## config.mk

```make
export PLATFORM = sky130hd
export DESIGN_NAME = seconds_to_calendar_date
export DESIGN_NICKNAME = d
export VERILOG_FILES = /design/src/rtl/core/s2cd_pkg.sv /design/src/rtl/core/s2cd_cdiv.sv /design/src/rtl/core/s2cd_date.sv /design/src/rtl/core/seconds_to_calendar_date.sv
export SDC_FILE = /design/constraint.sdc
export NUM_CORES = 2
export LEC_CHECK = 0
export CAP_MARGIN = 10
export CORE_UTILIZATION = 60
export DETAILED_ROUTE_END_ITERATION = 16
export DONT_BUFFER_PORTS = 1
export PLACE_DENSITY_LB_ADDON = 0.15
export SLEW_MARGIN = 10
export SYNTH_ARGS = -nofsm -noshare
export SYNTH_HDL_FRONTEND = slang
export SYNTH_SLANG_ARGS = --single-unit
```

## constraint.sdc

```tcl
create_clock -name clk -period 8.75 [get_ports clk]
set_input_delay 2.625 -clock clk [delete_from_list [all_inputs] [get_ports clk]]
set_output_delay 2.625 -clock clk [all_outputs]
set_load 0.01 [all_outputs]
```

## src/rtl/core/s2cd_pkg.sv

```systemverilog
`timescale 1ns / 1ps
`default_nettype none

package s2cd_pkg;

  // Port widths.
  localparam int unsigned SECS_W   = 32;
  localparam int unsigned YEAR_W   = 12;
  localparam int unsigned MONTH_W  = 4;
  localparam int unsigned DAY_W    = 5;
  localparam int unsigned HOUR_W   = 5;
  localparam int unsigned MINUTE_W = 6;
  localparam int unsigned SECOND_W = 6;

  // Calendar constants.
  localparam int unsigned SECS_PER_MIN   = 60;
  localparam int unsigned MINS_PER_HOUR  = 60;
  localparam int unsigned HOURS_PER_DAY  = 24;
  localparam int unsigned DAYS_PER_CYCLE = 4 * 365 + 1;
  localparam int unsigned LEAP_DAY_IDX   = 31 + 28;
  localparam int unsigned DAYS_PER_YEAR  = 365;
  localparam int unsigned MAX_YEAR_OFS   = 99;
  localparam int unsigned BASE_YEAR      = 2000;

  // Internal widths along the divider chain.
  localparam int unsigned TOT_MIN_W  = 27;  // seconds / 60
  localparam int unsigned TOT_HOUR_W = 21;  // seconds / 3600
  localparam int unsigned TOT_DAY_W  = 16;  // seconds / 86400
  localparam int unsigned CYCLE_W    = 6;   // four-year cycles, at most 34
  localparam int unsigned DCYC_W     = 11;  // day inside a cycle, below 1461
  localparam int unsigned YOFS_W     = 8;   // year offset, at most 139
  localparam int unsigned DYEAR_W    = 9;   // day inside a year, below 366

  // Days before the first of each month, plus the year length at the end.
  localparam logic [DYEAR_W-1:0] CUM_DAYS [13] = '{
    9'd0, 9'd31, 9'd59, 9'd90, 9'd120, 9'd151, 9'd181,
    9'd212, 9'd243, 9'd273, 9'd304, 9'd334, 9'd365
  };

  // Time of day, carried alongside the date arithmetic.
  typedef struct packed {
    logic [HOUR_W-1:0]   hour;
    logic [MINUTE_W-1:0] minute;
    logic [SECOND_W-1:0] second;
  } tod_t;

endpackage

`default_nettype wire

```

## src/rtl/core/s2cd_cdiv.sv

```systemverilog
`timescale 1ns / 1ps
`default_nettype none

// Two-stage divider by a constant: a reciprocal multiply, then one
// compare-and-subtract correction step.
module s2cd_cdiv #(
  parameter int unsigned IN_W    = 32,
  parameter int unsigned DIVISOR = 60,
  parameter int unsigned Q_W     = 27,
  parameter int unsigned R_W     = 6
) (
  input  logic            clk,
  input  logic            rst_n,
  input  logic            in_valid,
  input  logic [IN_W-1:0] in_dividend,
  output logic            out_valid,
  output logic [Q_W-1:0]  out_quot,
  output logic [R_W-1:0]  out_rem
);

  // floor(2^IN_W / DIVISOR) underestimates the quotient by less than one.
  localparam logic [IN_W-1:0] MULT  = IN_W'((65'd1 << IN_W) / DIVISOR);
  localparam logic [IN_W-1:0] DIV_C = IN_W'(DIVISOR);

  logic                v1_r;
  logic [2*IN_W-1:0]   prod_r;
  logic [2*IN_W-1:0]   prod_nxt;
  logic [IN_W-1:0]     dvd_r;

  logic                v2_r;
  logic [Q_W-1:0]      quot_r;
  logic [Q_W-1:0]      quot_nxt;
  logic [R_W-1:0]      rem_r;
  logic [R_W-1:0]      rem_nxt;

  logic [Q_W-1:0]      q_est;
  logic [IN_W-1:0]     q_times_d;
  logic [IN_W-1:0]     r_full;

  assign prod_nxt = (2*IN_W)'(in_dividend) * (2*IN_W)'(MULT);

  always_ff @(posedge clk) begin
    if (!rst_n) begin
      v1_r <= 1'b0;
    end else begin
      v1_r <= in_valid;
    end
  end

  always_ff @(posedge clk) begin
    prod_r <= prod_nxt;
    dvd_r  <= in_dividend;
  end

  // The estimate is the true quotient or one less.
  always_comb begin
    q_est     = prod_r[IN_W +: Q_W];
    q_times_d = IN_W'(q_est) * DIV_C;
    r_full    = dvd_r - q_times_d;
    if (r_full >= DIV_C) begin
      quot_nxt = q_est + Q_W'(1);
      rem_nxt  = R_W'(r_full - DIV_C);
    end else begin
      quot_nxt = q_est;
      rem_nxt  = R_W'(r_full);
    end
  end

  always_ff @(posedge clk) begin
    if (!rst_n) begin
      v2_r <= 1'b0;
    end else begin
      v2_r <= v1_r;
    end
  end

  always_ff @(posedge clk) begin
    quot_r <= quot_nxt;
    rem_r  <= rem_nxt;
  end

  assign out_valid = v2_r;
  assign out_quot  = quot_r;
  assign out_rem   = rem_r;

  a_rem_below_divisor: assert property (@(posedge clk) disable iff (!rst_n)
    out_valid |-> (IN_W'(out_rem) < DIV_C))
    else $error("constant divider remainder not below divisor");

endmodule

`default_nettype wire

```

## src/rtl/core/s2cd_date.sv

```systemverilog
`timescale 1ns / 1ps
`default_nettype none

// Places the day inside its four-year cycle into year, month and day.
module s2cd_date
  import s2cd_pkg::*;
(
  input  logic               clk,
  input  logic               rst_n,
  input  logic               in_valid,
  input  logic [CYCLE_W-1:0] in_cycles,
  input  logic [DCYC_W-1:0]  in_dcyc,
  input  tod_t               in_tod,
  output logic               out_valid,
  output logic [YEAR_W-1:0]  out_year,
  output logic [MONTH_W-1:0] out_month,
  output logic [DAY_W-1:0]   out_day,
  output tod_t               out_tod
);

  localparam logic [DCYC_W-1:0] LEAP_C = DCYC_W'(LEAP_DAY_IDX);
  localparam logic [DCYC_W-1:0] Y1_C   = DCYC_W'(DAYS_PER_YEAR);
  localparam logic [DCYC_W-1:0] Y2_C   = DCYC_W'(2 * DAYS_PER_YEAR);
  localparam logic [DCYC_W-1:0] Y3_C   = DCYC_W'(3 * DAYS_PER_YEAR);

  // Stage one: year inside the cycle and day inside the year.
  logic               v1_r;
  logic [YOFS_W-1:0]  yofs_r;
  logic [YOFS_W-1:0]  yofs_nxt;
  logic [DYEAR_W-1:0] dyear_r;
  logic [DYEAR_W-1:0] dyear_nxt;
  logic               leap_r;
  logic               leap_nxt;
  tod_t               tod1_r;

  logic [DCYC_W-1:0]  d_adj;
  logic [1:0]         yq;

  always_comb begin
    leap_nxt = (in_dcyc == LEAP_C);
    d_adj    = (in_dcyc >= LEAP_C) ? (in_dcyc - DCYC_W'(1)) : in_dcyc;
    if (d_adj >= Y3_C) begin
      yq = 2'd3;
    end else if (d_adj >= Y2_C) begin
      yq = 2'd2;
    end else if (d_adj >= Y1_C) begin
      yq = 2'd1;
    end else begin
      yq = 2'd0;
    end
    case (yq)
      2'd1: begin
        dyear_nxt = DYEAR_W'(d_adj - Y1_C);
      end
      2'd2: begin
        dyear_nxt = DYEAR_W'(d_adj - Y2_C);
      end
      2'd3: begin
        dyear_nxt = DYEAR_W'(d_adj - Y3_C);
      end
      default: begin
        dyear_nxt = DYEAR_W'(d_adj);
      end
    endcase
    yofs_nxt = {in_cycles, yq};
  end

  always_ff @(posedge clk) begin
    if (!rst_n) begin
      v1_r <= 1'b0;
    end else begin
      v1_r <= in_valid;
    end
  end

  always_ff @(posedge clk) begin
    yofs_r  <= yofs_nxt;
    dyear_r <= dyear_nxt;
    leap_r  <= leap_nxt;
    tod1_r  <= in_tod;
  end

  // Stage two: month lookup, day of month and the year clamp.
  logic               v2_r;
  logic [YEAR_W-1:0]  year_r;
  logic [YEAR_W-1:0]  year_nxt;
  logic [MONTH_W-1:0] month_r;
  logic [MONTH_W-1:0] month_nxt;
  logic [DAY_W-1:0]   day_r;
  logic [DAY_W-1:0]   day_nxt;
  tod_t               tod2_r;

  logic [DYEAR_W-1:0] dom;

  always_comb begin
    month_nxt = MONTH_W'(1);
    for (int i = 1; i < 12; i++) begin
      if (CUM_DAYS[i] <= dyear_r) begin
        month_nxt = MONTH_W'(i + 1);
      end
    end
    // February 29 sits on the same day index as February 28, so add it back.
    dom = dyear_r - CUM_DAYS[month_nxt - MONTH_W'(1)]
          + DYEAR_W'(leap_r) + DYEAR_W'(1);
    day_nxt = DAY_W'(dom);
    if (yofs_r > YOFS_W'(MAX_YEAR_OFS)) begin
      year_nxt = YEAR_W'(BASE_YEAR);
    end else begin
      year_nxt = YEAR_W'(BASE_YEAR) + YEAR_W'(yofs_r);
    end
  end

  always_ff @(posedge clk) begin
    if (!rst_n) begin
      v2_r <= 1'b0;
    end else begin
      v2_r <= v1_r;
    end
  end

  always_ff @(posedge clk) begin
    year_r  <= year_nxt;
    month_r <= month_nxt;
    day_r   <= day_nxt;
    tod2_r  <= tod1_r;
  end

  assign out_valid = v2_r;
  assign out_year  = year_r;
  assign out_month = month_r;
  assign out_day   = day_r;
  assign out_tod   = tod2_r;

endmodule

`default_nettype wire

```

## src/rtl/core/seconds_to_calendar_date.sv

```systemverilog
`timescale 1ns / 1ps
`default_nettype none

// Converts a 32-bit count of seconds since 2000-01-01 00:00:00 into year,
// month, day, hour, minute and second. The block is never busy: it takes a
// new beat in every cycle that start is high, and each result appears on the
// out_ ports for exactly one cycle, marked by out_valid. The receiver cannot
// stall the block, so it must take every result in the cycle it is shown.
// Each beat passes through four two-stage constant dividers in a chain (by
// 60, 60, 24 and 1461), each a reciprocal multiply followed by a correction,
// plus two stages that place the day in its year and month. Years past 2099
// read as 2000, while month, day and time still follow the plain four-year
// leap rule.
module seconds_to_calendar_date
  import s2cd_pkg::*;
(
  input  logic                clk,
  input  logic                rst_n,
  input  logic                start,
  output logic                busy,
  input  logic [SECS_W-1:0]   in_seconds_count,
  output logic                out_valid,
  output logic [YEAR_W-1:0]   out_year,
  output logic [MONTH_W-1:0]  out_month,
  output logic [DAY_W-1:0]    out_day,
  output logic [HOUR_W-1:0]   out_hour,
  output logic [MINUTE_W-1:0] out_minute,
  output logic [SECOND_W-1:0] out_second
);

  // The pipeline takes a beat in every cycle.
  assign busy = 1'b0;

  logic accept;
  assign accept = start && !busy;

  // Stage A: total minutes and the second of the minute.
  logic                  a_valid;
  logic [TOT_MIN_W-1:0]  a_quot;
  logic [SECOND_W-1:0]   a_rem;

  s2cd_cdiv #(
    .IN_W    (SECS_W),
    .DIVISOR (SECS_PER_MIN),
    .Q_W     (TOT_MIN_W),
    .R_W     (SECOND_W)
  ) u_div_sec (
    .clk         (clk),
    .rst_n       (rst_n),
    .in_valid    (accept),
    .in_dividend (in_seconds_count),
    .out_valid   (a_valid),
    .out_quot    (a_quot),
    .out_rem     (a_rem)
  );

  // Stage B: total hours and the minute of the hour.
  logic                  b_valid;
  logic [TOT_HOUR_W-1:0] b_quot;
  logic [MINUTE_W-1:0]   b_rem;

  s2cd_cdiv #(
    .IN_W    (TOT_MIN_W),
    .DIVISOR (MINS_PER_HOUR),
    .Q_W     (TOT_HOUR_W),
    .R_W     (MINUTE_W)
  ) u_div_min (
    .clk         (clk),
    .rst_n       (rst_n),
    .in_valid    (a_valid),
    .in_dividend (a_quot),
    .out_valid   (b_valid),
    .out_quot    (b_quot),
    .out_rem     (b_rem)
  );

  // Stage C: whole days and the hour of the day.
  logic                  c_valid;
  logic [TOT_DAY_W-1:0]  c_quot;
  logic [HOUR_W-1:0]     c_rem;

  s2cd_cdiv #(
    .IN_W    (TOT_HOUR_W),
    .DIVISOR (HOURS_PER_DAY),
    .Q_W     (TOT_DAY_W),
    .R_W     (HOUR_W)
  ) u_div_hour (
    .clk         (clk),
    .rst_n       (rst_n),
    .in_valid    (b_valid),
    .in_dividend (b_quot),
    .out_valid   (c_valid),
    .out_quot    (c_quot),
    .out_rem     (c_rem)
  );

  // Stage D: four-year cycles and the day inside the cycle.
  logic                  d_valid;
  logic [CYCLE_W-1:0]    d_quot;
  logic [DCYC_W-1:0]     d_rem;

  s2cd_cdiv #(
    .IN_W    (TOT_DAY_W),
    .DIVISOR (DAYS_PER_CYCLE),
    .Q_W     (CYCLE_W),
    .R_W     (DCYC_W)
  ) u_div_cycle (
    .clk         (clk),
    .rst_n       (rst_n),
    .in_valid    (c_valid),
    .in_dividend (c_quot),
    .out_valid   (d_valid),
    .out_quot    (d_quot),
    .out_rem     (d_rem)
  );

  // The time-of-day fields leave the chain early. These delay lines keep
  // them lined up with the date of the same beat; no reset is needed since
  // the valid bits in the dividers qualify them.
  logic [SECOND_W-1:0] sec_dly_r [6];
  logic [MINUTE_W-1:0] min_dly_r [4];
  logic [HOUR_W-1:0]   hrs_dly_r [2];

  always_ff @(posedge clk) begin
    sec_dly_r[0] <= a_rem;
    for (int i = 1; i < 6; i++) begin
      sec_dly_r[i] <= sec_dly_r[i-1];
    end
    min_dly_r[0] <= b_rem;
    for (int i = 1; i < 4; i++) begin
      min_dly_r[i] <= min_dly_r[i-1];
    end
    hrs_dly_r[0] <= c_rem;
    hrs_dly_r[1] <= hrs_dly_r[0];
  end

  tod_t d_tod;
  assign d_tod = '{hour: hrs_dly_r[1], minute: min_dly_r[3], second: sec_dly_r[5]};

  // Stages E and F: calendar placement.
  tod_t f_tod;

  s2cd_date u_date (
    .clk       (clk),
    .rst_n     (rst_n),
    .in_valid  (d_valid),
    .in_cycles (d_quot),
    .in_dcyc   (d_rem),
    .in_tod    (d_tod),
    .out_valid (out_valid),
    .out_year  (out_year),
    .out_month (out_month),
    .out_day   (out_day),
    .out_tod   (f_tod)
  );

  assign out_hour   = f_tod.hour;
  assign out_minute = f_tod.minute;
  assign out_second = f_tod.second;

  // Every accepted beat yields exactly one result.
  a_accept_to_result: assert property (@(posedge clk) disable iff (!rst_n)
    accept |-> ##10 out_valid)
    else $error("accepted beat produced no result after ten cycles");

  a_result_from_accept: assert property (@(posedge clk) disable iff (!rst_n)
    out_valid |-> $past(accept, 10))
    else $error("result without an accepted beat ten cycles earlier");

  a_date_in_range: assert property (@(posedge clk) disable iff (!rst_n)
    out_valid |-> (out_year >= YEAR_W'(BASE_YEAR)) &&
                  (out_year <= YEAR_W'(BASE_YEAR + MAX_YEAR_OFS)) &&
                  (out_month >= MONTH_W'(1)) && (out_month <= MONTH_W'(12)) &&
                  (out_day >= DAY_W'(1)))
    else $error("calendar date out of range");

  a_time_in_range: assert property (@(posedge clk) disable iff (!rst_n)
    out_valid |-> (out_hour < HOUR_W'(HOURS_PER_DAY)) &&
                  (out_minute < MINUTE_W'(MINS_PER_HOUR)) &&
                  (out_second < SECOND_W'(SECS_PER_MIN)))
    else $error("time of day out of range");

endmodule

`default_nettype wire

```

==> impl_metrics.json <==
{
  "wl_per_cell_um": 17.5,
  "r2r.worst_path.cells": 31,
  "r2r_slack_ns": 0.76,
  "fmax_ghz": 0.120,
  "wl_mm": 88.8,
  "crit_path_end": "u_div_sec.prod_r[58]",
  "hold_ws_ns": 0.315,
  "row_count": 95,
  "status": "complete, no violations",
  "final_hold_viol_count": 0,
  "period_share_pct": 94.9,
  "cts_tree": "built",
  "vias": 28100,
  "initial_core_util_pct": 60.7,
  "path_class": "input pin to flop",
  "final_cell_mix": "ha_1, inv_1, fa_1",
  "detail_route.first_pass.iterations": 8,
  "crit_fanout": 3,
  "fp.dieH_um": 263,
  "grt_max_degree": 33,
  "grt.total_usage_pct": 26.6,
  "worst_clock_skew_ns": 0.0275,
  "drt_iter0_drc": 1496,
  "yosys_warnings": 0,
  "ios": 75,
  "viasPerCell": 5.52,
  "grt_pass1_wl_mm": 147,
  "synth-main-ff-cell": "dfxtp_1",
  "overflow": 0,
  "hold_buffers": 0,
  "critPathLaunchType": "input pin",
  "syn_inst": 4140,
  "worst_slew_pin_slew_ns": 0.888,
  "synth-edff-count": 0,
  "dieArea_um2": 69000,
  "drc": 0,
  "ys_ff_latch": 416,
  "maxCapViolations": 0,
  "areaGrowthSynthToFinish_pct": 6.54,
  "cts.sinks": 416,
  "crit_start": "in_seconds_count[3]",
  "synth.avg_cell_area_um2": 9.84,
  "core_area_um2": 67200,
  "cts-root-buf": "clkbuf_16",
  "relSlewSlack_pct": 39.3,
  "clk_pin_slew_worst_paths_ns": 0.06,
  "postSynth.asyncResetShare_pct": 0,
  "drv_slew": 0,
  "setup_viol": 0,
  "ant_nets": 0,
  "cts_htree_levels": 2,
  "finalWeightedCongestion": 0.966,
  "reg2reg_from": "u_div_sec.prod_r[34]",
  "post_cts_resized": 0,
  "post_cts_buffers": 0,
  "syn_nets": 5430,
  "r2r-end": "u_div_sec.out_rem[3]",
  "cp.required_ns": 9.27,
  "layout-drive-gt1-share_pct": 3.33,
  "crit_path_end_kind": "flop",
  "tns_ns": 0,
  "filler_cell_count": 5498,
  "antenna_found_initial": 3,
  "final_util_pct": 64.7,
  "worstSkewPairLatency_ns": 0.60,
  "stdcell_area_um2": 43400,
  "synth_area_um2": 40800,
  "yosysUniqueCellTypes": 82,
  "hp-class": "flop to flop",
  "final.min_clock_period_ns": 8.30,
  "cts_buffers": 47,
  "mostFrequentLayoutCell": "ha_1",
  "crit_arrival_ns": 8.82,
  "cts_max_path_buffers": 3,
  "nets": 5461,
  "diodes": 0,
  "seq_area_frac_synth_pct": 20.4,
  "die_w_um": 263,
  "portBuffers": 0,
  "first_global_vias": 28400,
  "grt_setup_unrepaired": "false",
  "place_hpwl_mm": 74.9,
  "post_dp_cell_area_um2": 41800,
  "whs_path_depth": 0
}
## kinds of logic (layout without fill, tap and decap cells)
logic type,Yosys count,after routing,synth area share (%)
adders and majority gates,1255,1255,46.5
buffers and inverters,836,903,7.75
xor gates and xnor gates,262,262,5.67
AOI/OAI and AO/OA,668,668,10.7
DFF,416,416,20.4
muxes,24,24,0.626
and+or+nand+nor,678,678,8.30
other,1,1,0.00920
## how the worst min path moves through the flow
stage / from / endpoint / slack (ns)
final: sec_dly_r[0][3] / sec_dly_r[1][3] / 0.32
after global routing: sec_dly_r[0][3] / sec_dly_r[1][3] / 0.32
after CTS: sec_dly_r[0][3] / sec_dly_r[1][3] / 0.32
after detailed placement: min_dly_r[2][1] / min_dly_r[3][1] / 0.31
after global placement: u_date.tod1_r[6] / u_date.out_tod[6] / 0.31
after floorplan: u_div_hour.out_rem[0] / hrs_dly_r[0][0] / 0.31
## cells in the mapped netlist (7+ instances only)
cell	n	area share, %
clkbuf_1	20	0.18
a21boi_0	8	0.15
and3_1	28	0.43
o22ai_1	14	0.21
o21a_1	48	0.88
a211o_1	9	0.19
or3_1	11	0.17
nand4_1	33	0.51
mux2i_1	12	0.29
o21bai_1	21	0.39
inv_1	805	7.4
a31oi_1	25	0.38
o31ai_1	12	0.22
nor2_1	177	1.6
o2111ai_1	8	0.17
o21ai_0	130	1.6
a2111oi_0	8	0.17
nand2_1	138	1.3
fa_1	434	21
nand3b_1	7	0.13
o211ai_1	16	0.29
nor3_1	71	0.87
nor2b_1	29	0.45
ha_1	821	25
nand2b_1	29	0.45
or2_2	11	0.17
xor2_1	98	2.1
a21o_1	70	1.3
nand3_1	59	0.72
o221ai_1	7	0.15
nor4_1	18	0.28
mux2_2	12	0.33
nor4b_1	7	0.15
dfxtp_1	416	20
xnor2_1	163	3.5
a211oi_1	20	0.37
and2_1	24	0.37
nor3b_1	19	0.35
a21oi_1	199	2.4
## state kept, by name, indices dropped and copies added (netlist names), 8 cells and up
name and cells:
hrs_dly_r 10, u_div_min.out_quot 21, u_div_hour.prod_r 16, u_div_sec.prod_r 27, u_date.out_year 11, u_div_min.prod_r 21, sec_dly_r 36, u_div_min.dvd_r 27
u_div_hour.dvd_r 21, u_div_hour.out_quot 16, u_date.out_tod 17, u_date.yofs_r 8, u_div_cycle.dvd_r 16, u_div_cycle.out_rem 11, u_date.dyear_r 9, u_div_sec.dvd_r 32
u_div_sec.out_quot 27, u_date.tod1_r 17, min_dly_r 24
## area by class of cell
class	count	area (um^2)	area share, %
clock buffers	56	1270	2.93
clock inverters	29	345	0.795
inverters	806	3030	6.97
multi-input cells	2888	29300	67.4
flip-flops and latches	416	8330	19.2
well taps	873	1090	2.52
repair buffers	12	90.1	0.207
## per-stage QoR
stage	setup WS, ns	cells
final	0.450	5080
after global routing	0.0649	5080
after CTS	0.514	5080
after detailed placement	-0.00413	4995
after global placement	0.125	4995
after floorplan	0.435	4140
## critical path, stage by stage
cell and delay (ns):
ha_1 0.28, inv_1 0.07, fa_1 0.56, inv_1 0.08, fa_1 0.50, fa_1 0.52, fa_1 0.52, fa_1 0.49
ha_1 0.25, a211oi_1 0.33, o211ai_1 0.17, a211oi_1 0.42, nand2b_1 0.15, o2111ai_1 0.40, o221ai_1 0.27, a31oi_1 0.27
o22ai_1 0.14, o221a_2 0.28, a21o_1 0.20, a21oi_1 0.17, xnor2_1 0.13
## per-layer routing
layer,vias up,GRT usage (%),routed length [um]
met5,-,0,0
met4,0,6.18,1820
met3,117,3.44,4340
met2,614,43.1,40600
met1,13500,37.9,42000
li1,13900,-,-
Power is not shown: default switching activity piles up to over one toggle a cycle in this logic, so the estimate is an artifact.
